[config.mk]
export PLATFORM = sky130hd
export DESIGN_NAME = array_linked_list_manager_unit_flat
export DESIGN_NICKNAME = d
export VERILOG_FILES = /design/src/rtl/alm_pkg.sv /design/src/rtl/alm_if.sv /design/src/rtl/alm_datapath.sv /design/src/rtl/alm_controller.sv /design/src/rtl/array_linked_list_manager_unit.sv /design/src/flat_wrapper.sv
export SDC_FILE = /design/constraint.sdc
export NUM_CORES = 1
export LEC_CHECK = 0
export BUFFER_PORTS_ARGS = -buffer_cell sky130_fd_sc_hd__buf_4
export CORE_MARGIN = 4
export CORE_UTILIZATION = 35
export CTS_CLUSTER_DIAMETER = 40
export DETAILED_ROUTE_END_ITERATION = 8
export GPL_TIMING_DRIVEN = 1
export HOLD_SLACK_MARGIN = 0.02
export PLACE_DENSITY_LB_ADDON = 0.1
export SLEW_MARGIN = 10
export SYNTH_ARGS = -nofsm -noshare
export SYNTH_HDL_FRONTEND = slang
export SYNTH_SLANG_ARGS = --single-unit
export TNS_END_PERCENT = 100
[constraint.sdc]
create_clock -name clock -period 10.7 [get_ports clock]
set_input_delay 0.535 -clock clock [delete_from_list [all_inputs] [get_ports clock]]
set_output_delay 0.535 -clock clock [all_outputs]
set_load 0.05 [all_outputs]
[src/rtl/alm_pkg.sv]
// ----------------------------------------------------------------------------
// alm_pkg
// shared constants, codes and command/status types for the linked list manager
// ----------------------------------------------------------------------------
package alm_pkg;

   localparam int SLOT_COUNT  = 16;
   localparam int VALUE_WIDTH = 32;
   localparam int SLOT_BITS   = $clog2(SLOT_COUNT);
   localparam int LINK_BITS   = $clog2(SLOT_COUNT + 1);
   localparam int COUNT_BITS  = $clog2(SLOT_COUNT + 1);
   localparam int STEP_BITS   = $clog2(SLOT_COUNT + 2);

   localparam logic [LINK_BITS-1:0] NIL_LINK = LINK_BITS'(SLOT_COUNT);

   typedef enum logic [2:0] {
      CMD_INS_FRONT = 3'd0,
      CMD_INS_BACK  = 3'd1,
      CMD_DEL_FRONT = 3'd2,
      CMD_DEL_BACK  = 3'd3,
      CMD_DEL_VALUE = 3'd4,
      CMD_SEARCH    = 3'd5
   } command_type;

   localparam logic [1:0] ST_OK       = 2'd0;
   localparam logic [1:0] ST_FULL     = 2'd1;
   localparam logic [1:0] ST_EMPTY    = 2'd2;
   localparam logic [1:0] ST_NOTFOUND = 2'd3;

   // pointer selects for the datapath walk register
   typedef enum logic [1:0] {
      PSEL_HOLD = 2'd0,
      PSEL_HEAD = 2'd1,
      PSEL_NEXT = 2'd2
   } psel_type;

   // link write sources
   typedef enum logic [2:0] {
      LW_NONE      = 3'd0,
      LW_NEW_HEAD  = 3'd1,
      LW_PREV_NEW  = 3'd2,
      LW_PREV_NIL  = 3'd3,
      LW_PREV_SKIP = 3'd4,
      LW_HEAD_NIL  = 3'd5,
      LW_HEAD_SKIP = 3'd6,
      LW_HEAD_NEW  = 3'd7
   } lwrite_type;

   typedef struct packed {
      logic                    load_item;
      psel_type                psel;
      logic                    save_prev;
      logic                    clear_prev;
      lwrite_type              lwrite;
      logic                    alloc;
      logic                    free_cur;
      logic                    take_removed;
      logic                    set_slot;
      logic [1:0]              status;
      logic                    max_init;
      logic                    max_update;
      logic                    rsp_load;
   } ctrl_type;

   typedef struct packed {
      command_type             cmd;
      logic                    cmd_valid;
      logic                    head_nil;
      logic                    full;
      logic                    cur_nil;
      logic                    next_nil;
      logic                    match;
      logic [STEP_BITS-1:0]    steps;
   } stat_type;

endpackage

[src/rtl/alm_if.sv]
// ----------------------------------------------------------------------------
// alm_req_if / alm_rsp_if
// valid/ready channels for commands and results
// ----------------------------------------------------------------------------
interface alm_req_if;
   logic                         valid;
   logic                         ready;
   logic [2:0]                   command;
   logic signed [alm_pkg::VALUE_WIDTH-1:0] value;
   modport source (output valid, command, value, input ready);
   modport sink (input valid, command, value, output ready);
endinterface

interface alm_rsp_if;
   logic                         valid;
   logic                         ready;
   logic [1:0]                   status;
   logic [3:0]                   slot_index;
   logic signed [31:0]           removed_value;
   logic [4:0]                   element_count;
   logic signed [31:0]           max_value;
   logic                         list_empty;
   modport source (output valid, status, slot_index, removed_value, element_count,
                   max_value, list_empty, input ready);
   modport sink (input valid, status, slot_index, removed_value, element_count,
                 max_value, list_empty, output ready);
endinterface

[src/rtl/alm_datapath.sv]
// ----------------------------------------------------------------------------
// alm_datapath
// slot memories, head pointer, occupancy bitmap, walk pointers and result regs
// ----------------------------------------------------------------------------
module alm_datapath (
   input  logic                           clock,
   input  logic                           reset,
   input  logic [2:0]                     in_command,
   input  logic [alm_pkg::VALUE_WIDTH-1:0] in_value,
   input  alm_pkg::ctrl_type              ctrl,
   output alm_pkg::stat_type              stat,
   output logic [1:0]                     out_status,
   output logic [3:0]                     out_slot,
   output logic [31:0]                    out_removed,
   output logic [4:0]                     out_count,
   output logic [31:0]                    out_max,
   output logic                           out_empty
);
   import alm_pkg::*;

   logic [LINK_BITS-1:0]   next_link_ff [SLOT_COUNT];
   logic [VALUE_WIDTH-1:0] slot_value_ff [SLOT_COUNT];
   logic [SLOT_COUNT-1:0]  occupied_ff;
   logic [LINK_BITS-1:0]   head_ff;
   logic [COUNT_BITS-1:0]  count_ff;
   logic [2:0]             cmd_ff;
   logic [VALUE_WIDTH-1:0] val_ff;
   logic [LINK_BITS-1:0]   cur_ff, prev_ff, new_ff;
   logic [STEP_BITS-1:0]   steps_ff;
   logic [VALUE_WIDTH-1:0] removed_ff, max_ff;
   logic [SLOT_BITS-1:0]   slot_ff;
   logic [1:0]             status_ff;
   logic [1:0]             rsp_status_ff;
   logic [3:0]             rsp_slot_ff;
   logic [31:0]            rsp_removed_ff, rsp_max_ff;
   logic [4:0]             rsp_count_ff;
   logic                   rsp_empty_ff;

   logic                   cur_nil;
   logic [SLOT_BITS-1:0]   cur_idx, prev_idx, new_idx;
   logic [LINK_BITS-1:0]   cur_next;
   logic [VALUE_WIDTH-1:0] cur_val;
   logic [SLOT_BITS-1:0]   free_idx;
   logic                   full;
   logic [LINK_BITS-1:0]   ptr_in;

   assign cur_nil  = cur_ff >= NIL_LINK;
   assign cur_idx  = cur_ff[SLOT_BITS-1:0];
   assign prev_idx = prev_ff[SLOT_BITS-1:0];
   assign new_idx  = new_ff[SLOT_BITS-1:0];
   assign cur_next = (cur_nil || next_link_ff[cur_idx] >= NIL_LINK) ? NIL_LINK
                                                                    : next_link_ff[cur_idx];
   assign cur_val  = slot_value_ff[cur_idx];
   assign full     = &occupied_ff;

   always_comb begin
      free_idx = '0;
      for (int i = SLOT_COUNT - 1; i >= 0; i--) begin
         if (!occupied_ff[i]) free_idx = SLOT_BITS'(i);
      end
   end

   always_comb begin
      case (ctrl.psel)
         PSEL_HEAD: ptr_in = head_ff;
         PSEL_NEXT: ptr_in = cur_next;
         default:   ptr_in = cur_ff;
      endcase
   end

   assign stat.cmd       = command_type'(cmd_ff);
   assign stat.cmd_valid = cmd_ff <= 3'(CMD_SEARCH);
   assign stat.head_nil  = head_ff >= NIL_LINK;
   assign stat.full      = full;
   assign stat.cur_nil   = cur_nil;
   assign stat.next_nil  = cur_next >= NIL_LINK;
   assign stat.match     = !cur_nil && cur_val == val_ff;
   assign stat.steps     = steps_ff;

   always_ff @(posedge clock) begin
      if (ctrl.load_item) begin
         cmd_ff     <= in_command;
         val_ff     <= in_value;
         removed_ff <= '0;
         slot_ff    <= '0;
         status_ff  <= ST_OK;
      end
      if (ctrl.psel != PSEL_HOLD) begin
         cur_ff   <= ptr_in;
         steps_ff <= (ctrl.psel == PSEL_HEAD) ? '0 : steps_ff + 1'b1;
      end
      if (ctrl.clear_prev) prev_ff <= NIL_LINK;
      else if (ctrl.save_prev) prev_ff <= cur_ff;
      if (ctrl.take_removed) removed_ff <= cur_val;
      if (ctrl.set_slot) slot_ff <= cur_idx;
      if (ctrl.status != ST_OK) status_ff <= ctrl.status;
      if (ctrl.alloc) begin
         new_ff                  <= LINK_BITS'(free_idx);
         slot_ff                 <= free_idx;
         slot_value_ff[free_idx] <= val_ff;
      end
      if (ctrl.max_init) max_ff <= '0;
      if (ctrl.max_update && !cur_nil &&
          (steps_ff == '0 || $signed(cur_val) > $signed(max_ff))) max_ff <= cur_val;
      if (ctrl.rsp_load) begin
         rsp_status_ff  <= status_ff;
         rsp_slot_ff    <= 4'(slot_ff);
         rsp_removed_ff <= 32'(removed_ff);
         rsp_count_ff   <= 5'(count_ff);
         rsp_max_ff     <= 32'(max_ff);
         rsp_empty_ff   <= head_ff >= NIL_LINK;
      end
   end

   always_ff @(posedge clock) begin
      if (reset) begin
         head_ff     <= NIL_LINK;
         occupied_ff <= '0;
         count_ff    <= '0;
         for (int i = 0; i < SLOT_COUNT; i++) next_link_ff[i] <= NIL_LINK;
      end else begin
         if (ctrl.alloc) begin
            occupied_ff[free_idx]  <= 1'b1;
            next_link_ff[free_idx] <= NIL_LINK;
            count_ff               <= count_ff + 1'b1;
         end
         if (ctrl.free_cur) begin
            occupied_ff[cur_idx]  <= 1'b0;
            next_link_ff[cur_idx] <= NIL_LINK;
            count_ff              <= count_ff - 1'b1;
         end
         case (ctrl.lwrite)
            LW_NEW_HEAD: begin
               next_link_ff[new_idx] <= head_ff;
               head_ff               <= new_ff;
            end
            LW_HEAD_NEW:  head_ff <= new_ff;
            LW_PREV_NEW:  next_link_ff[prev_idx] <= new_ff;
            LW_PREV_NIL:  next_link_ff[prev_idx] <= NIL_LINK;
            LW_PREV_SKIP: next_link_ff[prev_idx] <= cur_next;
            LW_HEAD_NIL:  head_ff <= NIL_LINK;
            LW_HEAD_SKIP: head_ff <= cur_next;
            default: ;
         endcase
      end
   end

   assign out_status  = rsp_status_ff;
   assign out_slot    = rsp_slot_ff;
   assign out_removed = rsp_removed_ff;
   assign out_count   = rsp_count_ff;
   assign out_max     = rsp_max_ff;
   assign out_empty   = rsp_empty_ff;

endmodule

[src/rtl/alm_controller.sv]
// ----------------------------------------------------------------------------
// alm_controller
// command sequencer: walks the chain, edits links, scans for the maximum
// ----------------------------------------------------------------------------
module alm_controller (
   input  logic              clock,
   input  logic              reset,
   input  logic              req_valid,
   output logic              req_ready,
   output logic              rsp_valid,
   input  logic              rsp_ready,
   input  alm_pkg::stat_type stat,
   output alm_pkg::ctrl_type ctrl
);
   import alm_pkg::*;

   typedef enum logic [3:0] {
      S_IDLE, S_DISPATCH, S_INS_LINK, S_WALK_BACK, S_DEL_BACK, S_FIND,
      S_MAX_START, S_MAX_WALK, S_RESULT, S_HOLD
   } state_type;

   state_type state_ff, state_in;
   logic      rsp_valid_ff, rsp_valid_in;

   always_comb begin
      ctrl         = '0;
      ctrl.psel    = PSEL_HOLD;
      ctrl.lwrite  = LW_NONE;
      ctrl.status  = ST_OK;
      state_in     = state_ff;
      rsp_valid_in = rsp_valid_ff;
      if (rsp_valid_ff && rsp_ready) rsp_valid_in = 1'b0;
      case (state_ff)
         S_IDLE: begin
            if (req_valid) begin
               ctrl.load_item = 1'b1;
               state_in       = S_DISPATCH;
            end
         end
         S_DISPATCH: begin
            ctrl.psel       = PSEL_HEAD;
            ctrl.clear_prev = 1'b1;
            state_in        = S_MAX_START;
            if (!stat.cmd_valid) begin
               state_in = S_MAX_START;
            end else if (stat.cmd == CMD_INS_FRONT || stat.cmd == CMD_INS_BACK) begin
               if (stat.full) ctrl.status = ST_FULL;
               else begin
                  ctrl.alloc = 1'b1;
                  state_in   = S_INS_LINK;
               end
            end else if (stat.cmd == CMD_SEARCH) begin
               state_in = S_FIND;
            end else if (stat.head_nil) begin
               ctrl.status = ST_EMPTY;
            end else if (stat.cmd == CMD_DEL_VALUE) begin
               state_in = S_FIND;
            end else begin
               state_in = S_WALK_BACK;
            end
         end
         S_INS_LINK: begin
            if (stat.cmd == CMD_INS_FRONT) begin
               ctrl.lwrite = LW_NEW_HEAD;
               state_in    = S_MAX_START;
            end else if (stat.head_nil) begin
               ctrl.lwrite = LW_HEAD_NEW;
               state_in    = S_MAX_START;
            end else if (stat.next_nil || stat.steps >= STEP_BITS'(SLOT_COUNT)) begin
               ctrl.save_prev = 1'b1;
               state_in       = S_WALK_BACK;
            end else begin
               ctrl.psel = PSEL_NEXT;
            end
         end
         S_WALK_BACK: begin
            if (stat.cmd == CMD_INS_BACK) begin
               ctrl.lwrite = LW_PREV_NEW;
               state_in    = S_MAX_START;
            end else if (stat.cmd == CMD_DEL_FRONT ||
                         stat.next_nil || stat.steps >= STEP_BITS'(SLOT_COUNT)) begin
               state_in = S_DEL_BACK;
            end else begin
               ctrl.save_prev = 1'b1;
               ctrl.psel      = PSEL_NEXT;
            end
         end
         S_DEL_BACK: begin
            ctrl.take_removed = 1'b1;
            ctrl.set_slot     = 1'b1;
            ctrl.free_cur     = 1'b1;
            if (stat.cmd == CMD_DEL_FRONT) ctrl.lwrite = LW_HEAD_SKIP;
            else ctrl.lwrite = stat.steps == '0 ? LW_HEAD_NIL : LW_PREV_NIL;
            state_in = S_MAX_START;
         end
         S_FIND: begin
            if (stat.cur_nil) begin
               ctrl.status = ST_NOTFOUND;
               state_in    = S_MAX_START;
            end else if (stat.match) begin
               ctrl.set_slot = 1'b1;
               if (stat.cmd == CMD_DEL_VALUE) begin
                  ctrl.free_cur = 1'b1;
                  ctrl.lwrite   = stat.steps == '0 ? LW_HEAD_SKIP : LW_PREV_SKIP;
               end
               state_in = S_MAX_START;
            end else if (stat.steps >= STEP_BITS'(SLOT_COUNT - 1)) begin
               ctrl.status = ST_NOTFOUND;
               state_in    = S_MAX_START;
            end else begin
               ctrl.save_prev = 1'b1;
               ctrl.psel      = PSEL_NEXT;
            end
         end
         S_MAX_START: begin
            ctrl.psel     = PSEL_HEAD;
            ctrl.max_init = 1'b1;
            state_in      = S_MAX_WALK;
         end
         S_MAX_WALK: begin
            ctrl.max_update = 1'b1;
            if (stat.cur_nil || stat.steps >= STEP_BITS'(SLOT_COUNT)) state_in = S_RESULT;
            else ctrl.psel = PSEL_NEXT;
         end
         S_RESULT: begin
            if (!rsp_valid_ff || rsp_ready) begin
               ctrl.rsp_load = 1'b1;
               rsp_valid_in  = 1'b1;
               state_in      = S_IDLE;
            end
         end
         default: state_in = S_IDLE;
      endcase
   end

   always_ff @(posedge clock) begin
      if (reset) begin
         state_ff     <= S_IDLE;
         rsp_valid_ff <= 1'b0;
      end else begin
         state_ff     <= state_in;
         rsp_valid_ff <= rsp_valid_in;
      end
   end

   assign req_ready = state_ff == S_IDLE;
   assign rsp_valid = rsp_valid_ff;

endmodule

[src/rtl/array_linked_list_manager_unit.sv]
// ----------------------------------------------------------------------------
// array_linked_list_manager_unit
// singly linked list of signed values in slot memories with a head pointer
// ----------------------------------------------------------------------------
// req channel: command (insert front/back, delete front/back/value, search)
// and value; rsp channel: status, slot, removed value, count, max, empty
// one transaction at a time: a command is taken only while no other is at
// work; a finished result sits in an output register, so the next command
// is taken while that result still waits
// after acceptance a command first walks the chain as its kind needs: not at
// all for insert front, delete front, an empty list or rejected and unused
// commands, to the last link for insert back and delete back, up to the
// match for delete value and search; the walk follows one link per cycle;
// then the whole list is scanned for the maximum before the result loads
// reset: list empty, all slots free, no result pending
// receiver stall: the result holds; a following command is worked but
// waits to load its result until the previous one is taken
// ----------------------------------------------------------------------------
module array_linked_list_manager_unit (
   input  logic clock,
   input  logic reset,
   alm_req_if.sink   req,
   alm_rsp_if.source rsp
);
   import alm_pkg::*;

   ctrl_type ctrl;
   stat_type stat;

   alm_controller u_ctrl (
      .clock     (clock),
      .reset     (reset),
      .req_valid (req.valid),
      .req_ready (req.ready),
      .rsp_valid (rsp.valid),
      .rsp_ready (rsp.ready),
      .stat      (stat),
      .ctrl      (ctrl)
   );

   alm_datapath u_dp (
      .clock       (clock),
      .reset       (reset),
      .in_command  (req.command),
      .in_value    (req.value),
      .ctrl        (ctrl),
      .stat        (stat),
      .out_status  (rsp.status),
      .out_slot    (rsp.slot_index),
      .out_removed (rsp.removed_value),
      .out_count   (rsp.element_count),
      .out_max     (rsp.max_value),
      .out_empty   (rsp.list_empty)
   );

endmodule

[src/flat_wrapper.sv]
// flat-port wrapper written by rule: the top's interface ports become plain ports
module array_linked_list_manager_unit_flat import alm_pkg::*;
  (clock, reset, req_valid, req_command, req_value, req_ready, rsp_valid, rsp_status, rsp_slot_index, rsp_removed_value, rsp_element_count, rsp_max_value, rsp_list_empty, rsp_ready);
  alm_req_if req_i ();
  alm_rsp_if rsp_i ();
  input  logic clock;
  input  logic reset;
  input wire logic [$bits(req_i.valid)-1:0] req_valid;
  input wire logic [$bits(req_i.command)-1:0] req_command;
  input wire logic [$bits(req_i.value)-1:0] req_value;
  output wire logic [$bits(req_i.ready)-1:0] req_ready;
  output wire logic [$bits(rsp_i.valid)-1:0] rsp_valid;
  output wire logic [$bits(rsp_i.status)-1:0] rsp_status;
  output wire logic [$bits(rsp_i.slot_index)-1:0] rsp_slot_index;
  output wire logic [$bits(rsp_i.removed_value)-1:0] rsp_removed_value;
  output wire logic [$bits(rsp_i.element_count)-1:0] rsp_element_count;
  output wire logic [$bits(rsp_i.max_value)-1:0] rsp_max_value;
  output wire logic [$bits(rsp_i.list_empty)-1:0] rsp_list_empty;
  input wire logic [$bits(rsp_i.ready)-1:0] rsp_ready;
  assign req_i.valid = req_valid;
  assign req_i.command = req_command;
  assign req_i.value = req_value;
  assign req_ready = req_i.ready;
  assign rsp_valid = rsp_i.valid;
  assign rsp_status = rsp_i.status;
  assign rsp_slot_index = rsp_i.slot_index;
  assign rsp_removed_value = rsp_i.removed_value;
  assign rsp_element_count = rsp_i.element_count;
  assign rsp_max_value = rsp_i.max_value;
  assign rsp_list_empty = rsp_i.list_empty;
  assign rsp_i.ready = rsp_ready;
  array_linked_list_manager_unit u_core (.clock(clock), .reset(reset), .req(req_i), .rsp(rsp_i));
endmodule
==> flow_summary_export.csv <==
group,metric,value,unit
outcome,outcome,"finished, final reports clean",
final_layout,drive_gt1_share,23.3,%
power,intPower,7430,uW
min_path,hold_start,"req_value[13]",
sta,fin_crit_sh,64.8,%
detailed_routing,drc,0,
final_layout,multi_input_area,9770,um2
place,dp.cells,3465,
global_route,grt_pass1_wl,145,mm
sta,fmax,144,MHz
final_layout,insertedDiodeCount,0,
global_route,grt_antenna_before_repair,3,
logic_synthesis,synth_fp_nets,2202,
critical_path,cp-start-kind,"flip-flop",
logic_synthesis,syn_avg_cell_area,16.4,um2
detailed_routing,vias,20400,
clock_tree,postCtsHoldBufs,32,
logic_synthesis,async_flop_share,0,%
sta,fin_skew,0.0291,ns
clock_tree,cts.repair.resized,0,
min_path,hold_end,"u_core.u_dp.val_ff[13]",
floorplan,start_util,35.3,%
logic_synthesis,netlist_area,34800,um2
detailed_routing,antenna_left,0,
logic_synthesis,synth.distinct_cells,82,
critical_path,r2r-end,"u_core.u_dp.next_link_ff[9][3]",
critical_path,end_kind,"flip-flop",
critical_path,reg2reg_setup_slack,3.77,ns
global_route,grt_max_degree,77,
logic_synthesis,synth-seq-cells,826,
min_path,min_path_cells,1,
detailed_routing,wl_per_cell,27.2,um
job,cap_violations,0,
final_layout,syn_to_final_growth,19.5,%
detailed_routing,drtIter0Drc,2012,
global_route,gr-usage-met1,26.9,%
logic_synthesis,synth_area_leaders,"edfxtp_1 (68%), mux4_2 (7.1%), mux2i_1 (3.0%)",
critical_path,worstPathRequired,11.07,ns
logic_synthesis,synth_top_area_cell,"edfxtp_1",
logic_synthesis,yosysMostFrequentCell,"edfxtp_1",
clock_tree,clockRootBuffer,"clkbuf_16",
critical_path,cp.arrival,7.30,ns
clock_tree,post_cts_buffers,0,
floorplan,row_count,115,
logic_synthesis,synthCells,2121,
final_layout,nets,2413,
sta,drv_slew,0,
critical_path,reg2regPathDepth,12,
logic_synthesis,synth_edf_count,787,
sta,grt_setup_unrepaired,"no",
place,place_hpwl,61.6,mm
sta,hold_viol,0,
power,max-vdd-ir-drop,0.000148,V
final_layout,seq_area,24400,um2
power,finalPower,11300,uW
sta,slew_headroom,7.93,%
sta,tightest_slew,1.36,ns
sta,fin_crit,6.93,ns
global_route,overflow,0,
clock_tree,clock_path_buffers,3,
detailed_routing,wl,101,mm
logic_synthesis,ys_warn_count,0,
power,p_sw_share,34.0,%
logic_synthesis,ys.flop_type,"edfxtp_1",
logic_synthesis,ys_seq_area_share,70.1,%
floorplan,core,98600,um2
floorplan,io_pins,117,
global_route,grt_pass1_vias,20700,
critical_path,crit_type,"flip-flop to flip-flop",
place,gp_congestion,0.863,
clock_tree,cts_tree,"done",
sta,setup_tns,0,ns
clock_tree,path_clk_slew,0.06,ns
clock_tree,cts.sinks,826,
logic_synthesis,yosys-top-cells-count,"edfxtp_1 (787), mux4_2 (109), mux2i_1 (106), nor2_1 (102), nand2_1 (94)",
logic_synthesis,synth.top_cell.area_share,67.9,%
min_path,hp-class,"primary input to flip-flop",
detailed_routing,viasPerCell,5.47,
power,p_sw,3830,uW
power,power_density,271,nW/um2
final_layout,fin_util,42.2,%
final_layout,final_cells,3722,
power,p_leak,0.0140,uW
floorplan,die_x,323,um
power,power_frac_clock,33.7,%
clock_tree,clk_latency,0.69,ns
floorplan,die_area,105000,um2
power,pwr-share-seq,37.7,%
critical_path,crit_fanout,71,
global_route,met3_usage,4.19,%
floorplan,die-height,323,um
global_route,grt.busiest_layer,"met2",
detailed_routing,first_pass_iters,5,
clock_tree,cts_buffers,120,
place,port_buffers,116,
power,comb_power_share,28.6,%
clock_tree,h-tree-depth,3,
global_route,grt_util_met2,30.0,%
global_route,grt_use_total,19.2,%
sta,setup_viol_count_final,0,
final_layout,fill_cells,8797,
==> flip-flops by register name (all words and copies together) (netlist names), 16 cells and up, named ones only <==
signal                     cells
u_core.u_dp.out_removed       32
u_core.u_dp.next_link_ff      80
u_core.u_dp.out_max           32
u_core.u_dp.slot_value_ff    512
u_core.u_dp.max_ff            32
u_core.u_dp.val_ff            32
u_core.u_dp.removed_ff        32
u_core.u_dp.occupied_ff       16
==> worst max-delay path, cell delays in order (launching register included) <==
cell and delay [ns]:
dfxtp_4 0.71, buf_12 0.50, mux4_2 0.36, mux2i_1 0.07, mux2i_1 0.80, xor2_1 0.22, a211oi_1 0.24, nand4_1 0.15
nor4_1 0.92, a21oi_1 0.36, nor4_4 0.76, mux2i_2 1.11, o22ai_1 0.26
==> power groups by stage <==
stage	clock network, uW	registers, uW	logic (uW)
6_report	3790	4240	3220
5_1_grt	4030	4280	3480
4_1_cts	3880	4240	3250
3_5_place_dp	0	4310	3230
3_3_place_gp	0	4300	3230
2_1_floorplan	0	4070	2210
==> per-layer routing <==
layer  share of wire (%)  up-vias
li1                    -     8913
met4                 2.7        0
met3                 6.7      177
met5                   0        -
met2                  46      761
met1                  45    10500
==> cell families (layout without fill, tap and decap cells) <==
kind of cell               after synthesis  count (layout)  synth area share [%]
adders and majority gates               42              42                  1.53
AOI/OAI and AO/OA                      362             362                  7.23
buffers and inverters                  176             490                  2.28
muxes                                  262             262                  11.6
DFF                                    826             826                  70.1
and+or+nand+nor                        413             413                  6.17
xor gates and xnor gates                40              40                  1.01
==> per-stage QoR <==
step / setup WS, ns / area (um2) / hold slack (ns)
after CTS: 3.96 / 41600 / 0.0237
after floorplan: 3.79 / 34800 / 0.400
after global placement: 3.99 / 37300 / 0.404
after detailed placement: 3.96 / 37300 / 0.405
final: 3.77 / 41600 / 0.0565
after global routing: 3.54 / 41600 / 0.0326
==> how the worst max path moves through the flow <==
stage / start / slack (ns) / end
3_3_place_gp: flip-flop / 3.99 / u_core.u_dp.next_link_ff[12][1]
5_1_grt: flip-flop / 3.54 / u_core.u_dp.next_link_ff[9][3]
3_5_place_dp: flip-flop / 3.96 / u_core.u_dp.next_link_ff[8][2]
6_report: flip-flop / 3.77 / u_core.u_dp.next_link_ff[9][3]
2_1_floorplan: flip-flop / 3.79 / u_core.u_dp.max_ff[0]
4_1_cts: flip-flop / 3.96 / u_core.u_dp.next_link_ff[9][3]
==> layout by cell type (no fill, tap or decap), drive strengths merged, types with 39 or more instances in the layout <==
master	Yosys	routed
edfxtp	787	787
buf	48	166
clkbuf	61	134
mux2i	110	110
mux4	109	109
nor2	103	103
nand2	94	94
inv	67	88
o22ai	78	78
a21oi	50	50
clkinv	0	44
mux2	43	43
ha	41	41
dfxtp	39	39
==> area by class of cell <==
class	count	share of cell area (%)
tap	1287	3.87
clock inverter	91	2.03
timing repair buffer	198	3.86
sequential	826	58.7
clock buffer	134	7.40
inverter	67	0.605
multi-input combinational	1119	23.5
Note: power is estimated with default switching activity, not from simulation.
